File: src/mmae_pkg.sv
// Shared types and constants for the matrix multiply-add engine.
`default_nettype none
package mmae_pkg;

    localparam int MAX_DIM = 8;
    localparam int IDX_W   = $clog2(MAX_DIM);
    localparam int ADDR_W  = 2 * IDX_W;
    localparam int DATA_W  = 32;
    localparam int DIM_W   = 4;
    localparam int CFG_IDX_W = 3;

    localparam logic [1:0] ACT_WR_A    = 2'd0;
    localparam logic [1:0] ACT_WR_B    = 2'd1;
    localparam logic [1:0] ACT_COMPUTE = 2'd2;

    localparam logic [CFG_IDX_W-1:0] CFG_MODE   = 3'd0;
    localparam logic [CFG_IDX_W-1:0] CFG_ROWS_A = 3'd1;
    localparam logic [CFG_IDX_W-1:0] CFG_COLS_A = 3'd2;
    localparam logic [CFG_IDX_W-1:0] CFG_ROWS_B = 3'd3;
    localparam logic [CFG_IDX_W-1:0] CFG_COLS_B = 3'd4;

    localparam logic MODE_MUL = 1'b0;
    localparam logic MODE_ADD = 1'b1;

    localparam logic STATUS_OK  = 1'b0;
    localparam logic STATUS_ERR = 1'b1;

    typedef struct packed {
        logic [1:0]               action;
        logic [IDX_W-1:0]         row;
        logic [IDX_W-1:0]         col;
        logic signed [DATA_W-1:0] value;
    } t_in_item;

    typedef struct packed {
        logic                     status;
        logic [IDX_W-1:0]         out_row;
        logic [IDX_W-1:0]         out_col;
        logic signed [DATA_W-1:0] element;
        logic                     last;
    } t_out_item;

    // control that travels with each operand pair through the MAC pipeline
    typedef struct packed {
        logic             valid;
        logic             first;
        logic             last_k;
        logic             last_run;
        logic [IDX_W-1:0] row;
        logic [IDX_W-1:0] col;
    } t_tag;

endpackage
`default_nettype wire

File: src/mmae_mac.sv
// Shared multiply-or-add unit with accumulator, two register stages.
`default_nettype none
module mmae_mac (
    input  wire                               i_clk,
    input  wire                               i_rst_n,
    input  wire                               i_add,
    input  wire logic signed [mmae_pkg::DATA_W-1:0] i_a,
    input  wire logic signed [mmae_pkg::DATA_W-1:0] i_b,
    input  wire mmae_pkg::t_tag               i_tag,
    output mmae_pkg::t_tag                    o_tag,
    output logic signed [mmae_pkg::DATA_W-1:0] o_acc,
    output logic                              o_busy
);
    import mmae_pkg::*;

    logic signed [DATA_W-1:0]   w_prod;
    logic signed [DATA_W-1:0]   n_p;
    logic signed [DATA_W-1:0]   r_p;
    logic signed [DATA_W-1:0]   n_acc;
    logic signed [DATA_W-1:0]   r_acc;
    t_tag                       r_tag2;
    t_tag                       r_tag3;

    assign w_prod = i_a * i_b;
    // low word of the product is the same for signed or unsigned operands
    assign n_p    = i_add ? (i_a + i_b) : w_prod;
    assign n_acc  = r_tag2.first ? r_p : (r_acc + r_p);

    always_ff @(posedge i_clk) begin
        if (!i_rst_n) begin
            r_tag2.valid <= 1'b0;
            r_tag3.valid <= 1'b0;
        end else begin
            r_tag2.valid <= i_tag.valid;
            r_tag3.valid <= r_tag2.valid;
        end
        r_p                <= n_p;
        r_tag2.first       <= i_tag.first;
        r_tag2.last_k      <= i_tag.last_k;
        r_tag2.last_run    <= i_tag.last_run;
        r_tag2.row         <= i_tag.row;
        r_tag2.col         <= i_tag.col;
        r_tag3.first       <= r_tag2.first;
        r_tag3.last_k      <= r_tag2.last_k;
        r_tag3.last_run    <= r_tag2.last_run;
        r_tag3.row         <= r_tag2.row;
        r_tag3.col         <= r_tag2.col;
        if (r_tag2.valid) begin
            r_acc <= n_acc;
        end
    end

    assign o_tag  = r_tag3;
    assign o_acc  = r_acc;
    assign o_busy = r_tag2.valid;

endmodule
`default_nettype wire

File: config.mk
export PLATFORM = sky130hd
export DESIGN_NAME = mmae_mac
export DESIGN_NICKNAME = d
export VERILOG_FILES = /design/src/mmae_pkg.sv /design/src/mmae_mac.sv
export SDC_FILE = /design/constraint.sdc
export NUM_CORES = 1
export LEC_CHECK = 0
export CAP_MARGIN = 0
export CELL_PAD_IN_SITES_DETAIL_PLACEMENT = 0
export CELL_PAD_IN_SITES_GLOBAL_PLACEMENT = 2
export CORE_UTILIZATION = 43
export DETAILED_ROUTE_END_ITERATION = 10
export DONT_BUFFER_PORTS = 1
export GPL_ROUTABILITY_DRIVEN = 0
export PLACE_DENSITY_LB_ADDON = 0.2
export SYNTH_ARGS = -nofsm -noshare
export SYNTH_HDL_FRONTEND = slang
export SYNTH_SLANG_ARGS = --single-unit
File: constraint.sdc
create_clock -name i_clk -period 10.7 [get_ports i_clk]
set_input_delay 2.14 -clock i_clk [delete_from_list [all_inputs] [get_ports i_clk]]
set_output_delay 2.14 -clock i_clk [all_outputs]
set_load 0.05 [all_outputs]
==> summary.txt, run 1 <==
Outcome
  • Run status: completed

Synth
  • Synth cell types: 66
  • Post-Synthesis Cell Area: 21900 sq um
  • Dominant synthesized flop cell: dfxtp_1
  • Gate Count Post-Synth: 2400
  • EDFF count, synth: 32
  • Syn nets: 3099
  • YS warnings: 0
  • Seq/Total Area, Yosys: 9.13%
  • Ys async rst share: 0%
  • Post-synthesis area per instance: 9.14 sq um
  • Seq cells post-synth: 84

Clock tree
  • Clock sinks: 84
  • Worst-Skew Late Latency: 0.34 ns
  • Worst-path clk slew: 0.06 ns
  • Cts hold-fix bufs: 0
  • CTS HTree Levels: 3
  • Total CTS buffers: 9
  • Post-CTS setup buffers: 0
  • Clk buf depth: 2
  • Root Driver: clkbuf_16
  • Resized Gates After CTS: 0
  • CTS tree: done

STA
  • Setup Total Neg Slack: 0 ns
  • Max-slew headroom: 41.4%
  • Slew @ Worst Pin: 0.872 ns
  • Worst hold slack: 0.326 ns
  • Period minus WS final: 8.47 ns
  • RSZ-0062 raised after global routing: false
  • Hold Vio Cnt, Final: 0
  • Pins Over Slew Limit: 0
  • Final Cycle Share: 79.1%
  • Clock Skew: 0.00737 ns
  • Endpoints failing setup: 0
  • Max Freq: 118 MHz

Layout
  • Layout Nets: 3016
  • Fraction of layout instances using a drive strength above 1: 1.72%
  • Area Overhead vs Synth: 3.58%
  • Multi-input logic area: 17900 sq um
  • Fillers: 4961
  • FF/Latch Area: 2000 sq um
  • # diodes: 0

Drt
  • Routed WL: 63.0 mm
  • Routed Antenna Nets: 0
  • Met3 wire len: 4.04 mm
  • Pre-Repair DR Iteration Count: 5
  • WL met1: 29.7 mm
  • Vias post-DR: 15900
  • Initial DRC Count: 877
  • Met2 routed WL: 28.4 mm
  • Vias per cell: 5.30
  • Avg WL per Cell: 21.0 microns
  • Post-route DRC violation count: 0
  • Max layer used: met4

Min path
  • Min-delay src: r_tag2[2]
  • Hold Crit Endpoint: o_tag[2]
  • Hold depth: 0
  • Path category of the worst min-delay check: register to register

Run
  • Number of max-cap violations: 0

Placement
  • IO Port Bufs: 0
  • Post-DP HPWL: 50.6 mm

Global routing
  • First-pass GRT wire length: 102 mm
  • Initial antenna violation count: 2
  • Total Routing Usage GR: 25.3%
  • Largest net degree at the start of global routing: 69
  • Vias in the first global route: 17300
  • GR Overflow Total: 0

Floorplanning
  • Initial Util: 43.6%
  • Die Wd: 228 microns
  • Ports: 120
  • Core ar.: 50300 sq um
  • Die H: 228 microns
  • Die Footprint: 51900 sq um
  • # rows: 82

Critical path
  • Worst Path Buf+Inv: 2
  • Worst-path cell chain: and2_1 -> fa_1 -> fa_1 -> inv_1 -> fa_1 -> fa_1 -> inv_1 -> fa_1 -> fa_1 -> fa_1 -> fa_1 -> ha_1 -> a21o_1 -> a21o_1 -> a21o_1 -> a21o_1 -> a21o_1 -> a31oi_1 -> o21ai_0 -> mux2i_1 -> a211oi_1
  • Reg-to-reg endpoint: o_acc[30]
  • CP max stage cell: fa_1
  • WS Path Type: input port to register
  • Reg2Reg Setup Slack: 7.06 ns
  • Startpoint types: input port
  • Crit-path leading delay family: adder cells
  • Worst R2R Start: o_acc[0]
  • CP Depth: 21
  • CP max stage delay: 0.56 ns
  • Critical Path AT: 8.72 ns
  • Critical Path RT: 10.95 ns
  • Critical Path Fanout Max: 30
  • Crit-path most repeated cell: fa_1
  • Endpoint class of the critical path: register
  • R2r worst-path depth: 12
[layer usage]
metal,up-vias,global-route usage [%]
li1,7259,-
met1,8138,36.2
met2,410,40.7
met3,56,3.90
met4,0,4.72
met5,-,0
[synth_stat cells, drive strengths merged (17+ instances only)]
cell      n  area, sq um
o21ai    74          378
nor2     45          169
fa      410         8210
ha      212         2650
xnor2    93          822
a21o     27          203
xor2     41          359
nor3     18         90.1
a21oi    76          384
inv     437         1640
dfxtp    52         1040
and2    354         2210
edfxtp   32          961
a211oi   17          128
clkbuf   90          338
nand2   237          890
[cell usage in the layout (no fill, tap or decap), types with 5 or more instances in the layout]
master / n
nor3_1: 18
a211oi_1: 17
edfxtp_1: 32
dfxtp_1: 50
nand2b_1: 10
and3_1: 8
nand2_1: 237
nor2b_1: 6
o211ai_1: 11
nand4_1: 8
and2_1: 354
o31ai_1: 8
mux2i_1: 10
ha_1: 212
a211o_1: 6
nor3b_1: 5
nor4b_1: 5
nor2_1: 45
o21ai_0: 69
xor2_1: 41
mux2_2: 8
a21oi_1: 75
o21a_1: 16
xnor2_1: 92
a21o_1: 27
a31oi_1: 6
nand3_1: 16
clkbuf_16: 10
o21bai_1: 12
fa_1: 410
inv_1: 437
[logic make-up after synthesis]
group                      count (synthesis)  synth area share [%]
adders and majority gates                622                  49.5
and+or+nand+nor                          724                  17.4
muxes                                     18                 0.867
DFF                                       84                  9.13
AOI/OAI and AO/OA                        284                  8.49
buffers and inverters                    533                  9.14
xor gates and xnor gates                 135                  5.49
[worst max-delay path by stage]
stage | startpoint | end | slack, ns
finish | i_b[2] | r_p[31] | 2.23
global route | i_b[7] | r_p[30] | 1.94
CTS | i_b[2] | r_p[31] | 2.26
detailed placement | i_b[2] | r_p[31] | 1.91
global placement | i_a[7] | r_p[30] | 1.93
floorplan | i_b[2] | r_p[31] | 2.14
[cell type report]
| class | count | area share, % |
|---|---|---|
| inverter | 437 | 7.22 |
| clock inverter | 3 | 0.0881 |
| tap | 672 | 3.70 |
| timing repair buffer | 2 | 0.0661 |
| clock buffer | 13 | 1.20 |
| sequential | 84 | 8.82 |
| multi-input combinational | 1783 | 78.9 |
[registers in the layout, summed over array words and instances (netlist names)]
name,count
o_tag,10
r_tag2,9
o_busy,1
r_p,32
o_acc,32
[metrics by stage]
| stage | utilization [%] | std cells | instance area, sq um | setup WS (ns) |
|---|---|---|---|---|
| final | 45.2 | 2994 | 22700 | 2.23 |
| after global routing | 45.2 | 2994 | 22700 | 1.94 |
| after CTS | 45.2 | 2994 | 22700 | 2.26 |
| after detailed placement | 44.6 | 2978 | 22400 | 1.91 |
| after global placement | 44.6 | 2978 | 22400 | 1.93 |
| after floorplan | - | 2400 | 21900 | 2.14 |
Power of run 1 is left out: the tool's default activity adds up to more than one toggle a clock period on the data nets, which glitch-free logic cannot reach.
==> inputs of run 2 (changes only) <==
- ABC_AREA: not set -> 1
- CORE_UTILIZATION: 43 -> 39
- clock period: 10.7 -> 8.55 ns (I/O delays scaled with it)
==> run 2 against run 1 <==
The run now ends with DRC left. Register-to-register slack got worse by 1.6 ns. Die area up 18%. Flip-flop and latch count unchanged. Critical path depth up 1. Worst setup slack got worse by 1.5 ns. Global-route usage up 0.54 points. Non-clock buffer count up 1. Synthesized area up 6.8%. Critical endpoint is now r_p[27].
==> summary.txt, run 2 <==
Placement
  • IO Port Bufs: 0 (unchanged)
  • Post-DP HPWL: 60.8 mm (was 50.6 mm)
  • Cell Area, Placed: 23900 sq um (was 22400 sq um)

Synth
  • Gate Count Post-Synth: 3248 (was 2400)
  • Synth cell count leaders: inv_1 (935), nand2_1 (919), fa_1 (410), ha_1 (212), a21oi_1 (137) (was inv_1 (437), fa_1 (410), and2_1 (354), nand2_1 (237), ha_1 (212))
  • Ys async rst share: 0% (unchanged)
  • YS warnings: 0 (unchanged)
  • Seq/Total Area, Yosys: 8.55% (was 9.13%)
  • Post-synthesis area per instance: 7.21 sq um (was 9.14 sq um)
  • Yosys top cell area share: 35.0% (was 37.4%)
  • Synth area leaders: fa_1 (35%), inv_1 (15%), nand2_1 (15%) (was fa_1 (37%), ha_1 (12%), and2_1 (10%))
  • EDFF count, synth: 32 (unchanged)
  • Top-count cell post-synth: inv_1 (unchanged)
  • Seq cells post-synth: 84 (unchanged)
  • Synth cell types: 48 (was 66)
  • Dominant synthesized flop cell: dfxtp_1 (unchanged)
  • Syn nets: 3947 (was 3099)
  • Area leader, netlist: fa_1 (unchanged)
  • Post-Synthesis Cell Area: 23400 sq um (was 21900 sq um)

Critical path
  • Worst-path cell chain: ha_1 -> inv_1 -> fa_1 -> fa_1 -> inv_1 -> fa_1 -> inv_1 -> fa_1 -> inv_1 -> fa_1 -> fa_1 -> fa_1 -> fa_1 -> ha_1 -> nand2_1 -> nor2_1 -> inv_1 -> nor3_1 -> nand4_1 -> nand3_1 -> nor2_1 -> o21ai_1 (was and2_1 -> fa_1 -> fa_1 -> inv_1 -> fa_1 -> fa_1 -> inv_1 -> fa_1 -> fa_1 -> fa_1 -> fa_1 -> ha_1 -> a21o_1 -> a21o_1 -> a21o_1 -> a21o_1 -> a21o_1 -> a31oi_1 -> o21ai_0 -> mux2i_1 -> a211oi_1)
  • WS Path Type: input port to register (unchanged)
  • Worst Path Buf+Inv: 5 (was 2)
  • Critical Path Fanout Max: 22 (was 30)
  • Crit-path leading delay family: adder cells (unchanged)
  • R2r worst-path depth: 14 (was 12)
  • CP max stage delay: 0.57 ns (was 0.56 ns)
  • Critical Path RT: 8.78 ns (was 10.95 ns)
  • CP max stage cell: fa_1 (unchanged)
  • Startpoint types: input port (unchanged)
  • CP Depth: 22 (was 21)
  • Critical Path AT: 8.03 ns (was 8.72 ns)
  • CP startpoint: i_a[10] (was i_b[2])
  • Crit-path most repeated cell: fa_1 (unchanged)
  • Endpoint class of the critical path: register (unchanged)
  • Worst R2R Start: o_acc[0] (unchanged)

STA
  • Final Cycle Share: 91.2%
  • Period minus WS final: 7.80 ns
  • Pins Over Slew Limit: 0 (unchanged)
  • Setup Total Neg Slack: 0 ns (unchanged)
  • Hold Vio Cnt, Final: 0 (unchanged)
  • RSZ-0062 raised after global routing: false (unchanged)
  • Slew @ Worst Pin: 1.16 ns (was 0.872 ns)
  • Clock Skew: 0.00914 ns (was 0.00737 ns)
  • Max-slew headroom: 22.8% (was 41.4%)
  • Max Freq: 128 MHz
  • Endpoints failing setup: 0 (unchanged)

Layout
  • Area Overhead vs Synth: 3.51% (was 3.58%)
  • Final instance area: 24200 sq um (was 22700 sq um)
  • Most frequent cells in the layout: inv_1 (935), nand2_1 (919), fa_1 (410) (was inv_1 (437), fa_1 (410), and2_1 (354))
  • Most common cell after layout, fill and taps aside: inv_1 (unchanged)
  • Layout Nets: 3849 (was 3016)
  • Fillers: 6204 (was 4961)
  • Fraction of layout instances using a drive strength above 1: 1.62% (was 1.72%)
  • # diodes: 0 (unchanged)

Global routing
  • GR Overflow Total: 0 (unchanged)
  • Largest net degree at the start of global routing: 46 (was 69)
  • Vias in the first global route: 20400 (was 17300)
  • Total Routing Usage GR: 25.8% (was 25.3%)
  • First-pass GRT wire length: 118 mm (was 102 mm)
  • Initial antenna violation count: 2 (unchanged)

Floorplanning
  • Ports: 120 (unchanged)
  • Die Wd: 247 microns (was 228 microns)
  • Core ar.: 59100 sq um (was 50300 sq um)
  • Die H: 247 microns (was 228 microns)
  • Initial Util: 39.6% (was 43.6%)
  • # rows: 89 (was 82)
  • Die Footprint: 61100 sq um (was 51900 sq um)

Drt
  • Avg WL per Cell: 19.3 microns (was 21.0 microns)
  • Initial DRC Count: 1098 (was 877)
  • Routed Antenna Nets: 0 (unchanged)
  • Vias per cell: 4.91 (was 5.30)
  • Post-route DRC violation count: 21 (was 0)
  • Vias post-DR: 19300 (was 15900)
  • Routed WL: 75.7 mm (was 63.0 mm)
  • Pre-Repair DR Iteration Count: 9 (was 5)

Clock tree
  • Total CTS buffers: 9 (unchanged)
  • CTS HTree Levels: 3 (unchanged)
  • CTS tree: done (unchanged)
  • Clock sinks: 84 (unchanged)
  • Worst-path clk slew: 0.07 ns (was 0.06 ns)
  • Worst-Skew Late Latency: 0.36 ns (was 0.34 ns)
  • Root Driver: clkbuf_16 (unchanged)
  • Clk buf depth: 2 (unchanged)
  • Resized Gates After CTS: 0 (unchanged)
  • Post-CTS setup buffers: 0 (unchanged)
  • Cts hold-fix bufs: 0 (unchanged)

Run
  • Number of max-cap violations: 0 (unchanged)

Min path
  • Path category of the worst min-delay check: register to register (unchanged)
  • Hold depth: 0 (unchanged)
  • Min-delay src: r_tag2[6] (was r_tag2[2])

Outcome
  • Run status: finished, violations left (was completed)
  • Failing checks: DRC
## run 2: cell types whose count changed in the layout (fill, tap and decap cells not counted), moves of 14 or more
cell and change:
o21ai_0 +26, and2_1 -354, a21oi_1 +62, a211oi_1 -14, xor2_1 -25, a21o_1 -20, nor2_1 +35, nand3_1 +85
nand2_1 +682, inv_1 +498, xnor2_1 -81
## run 2: worst paths after layout
check / to / slack [ns]
worst max-delay path: r_p[27] / 0.75
worst min-delay path: o_tag[6] / 0.33
worst max register to register: o_acc[28] / 5.43
worst min register to register: o_tag[6] / 0.33
## run 2: routing by layer
layer | routed length, microns | global-route usage (%) | vias up | part of all wire [%]
met5 | 0 | 0 | - | 0
met2 | 36800 | 44.8 | 449 | 49
met4 | 1900 | 6.41 | 0 | 2.5
met1 | 33200 | 33.9 | 9475 | 44
li1 | - | - | 9265 | -
met3 | 3770 | 3.21 | 91 | 5.0
## run 2: area by class of cell
| cell class | instances | area, sq um | share of cell area [%] |
|---|---|---|---|
| multi-input cells | 2113 | 17400 | 71.9 |
| inverters | 939 | 3520 | 14.5 |
| flip-flops and latches | 84 | 2000 | 8.26 |
| well taps | 773 | 967 | 3.99 |
| clock buffers | 11 | 264 | 1.09 |
| clock inverters | 5 | 36.3 | 0.150 |
| repair buffers | 3 | 22.5 | 0.0929 |
## run 2: through the flow
step                      cells  hold WS (ns)  util, %  worst slack [ns]
after floorplan            3248         0.310        -             0.766
after global placement     3912         0.310     40.5             0.397
after detailed placement   3912         0.313     40.5             0.414
after CTS                  3928         0.326     41.0             0.791
after global routing       3928         0.343     41.0             0.542
final                      3928         0.326     41.0             0.748
## run 2: cells by family after synthesis
kind of cell,after synthesis,share of synthesized area (%)
AO/OA/AOI/OAI,308,7.42
XOR/XNOR,27,1.01
adder cells (fa/ha/maj),622,46.4
buffers and inverters,1051,17.0
flip-flops,84,8.55
AND/OR/NAND/NOR,1156,19.6
## run 2: worst register-to-register path, cell delays in order, from the launching register on
cell	delay [ns]
edfxtp_1	0.68
ha_1	0.27
inv_1	0.06
fa_1	0.37
inv_1	0.09
nand3_1	0.07
nand2_1	0.14
a21oi_2	0.09
o21bai_1	0.33
nand3_1	0.12
nand3_1	0.17
nand2_1	0.07
o211ai_1	0.11
xor2_1	0.17
o21ai_0	0.09
Power of run 2 is left out for the same reason.
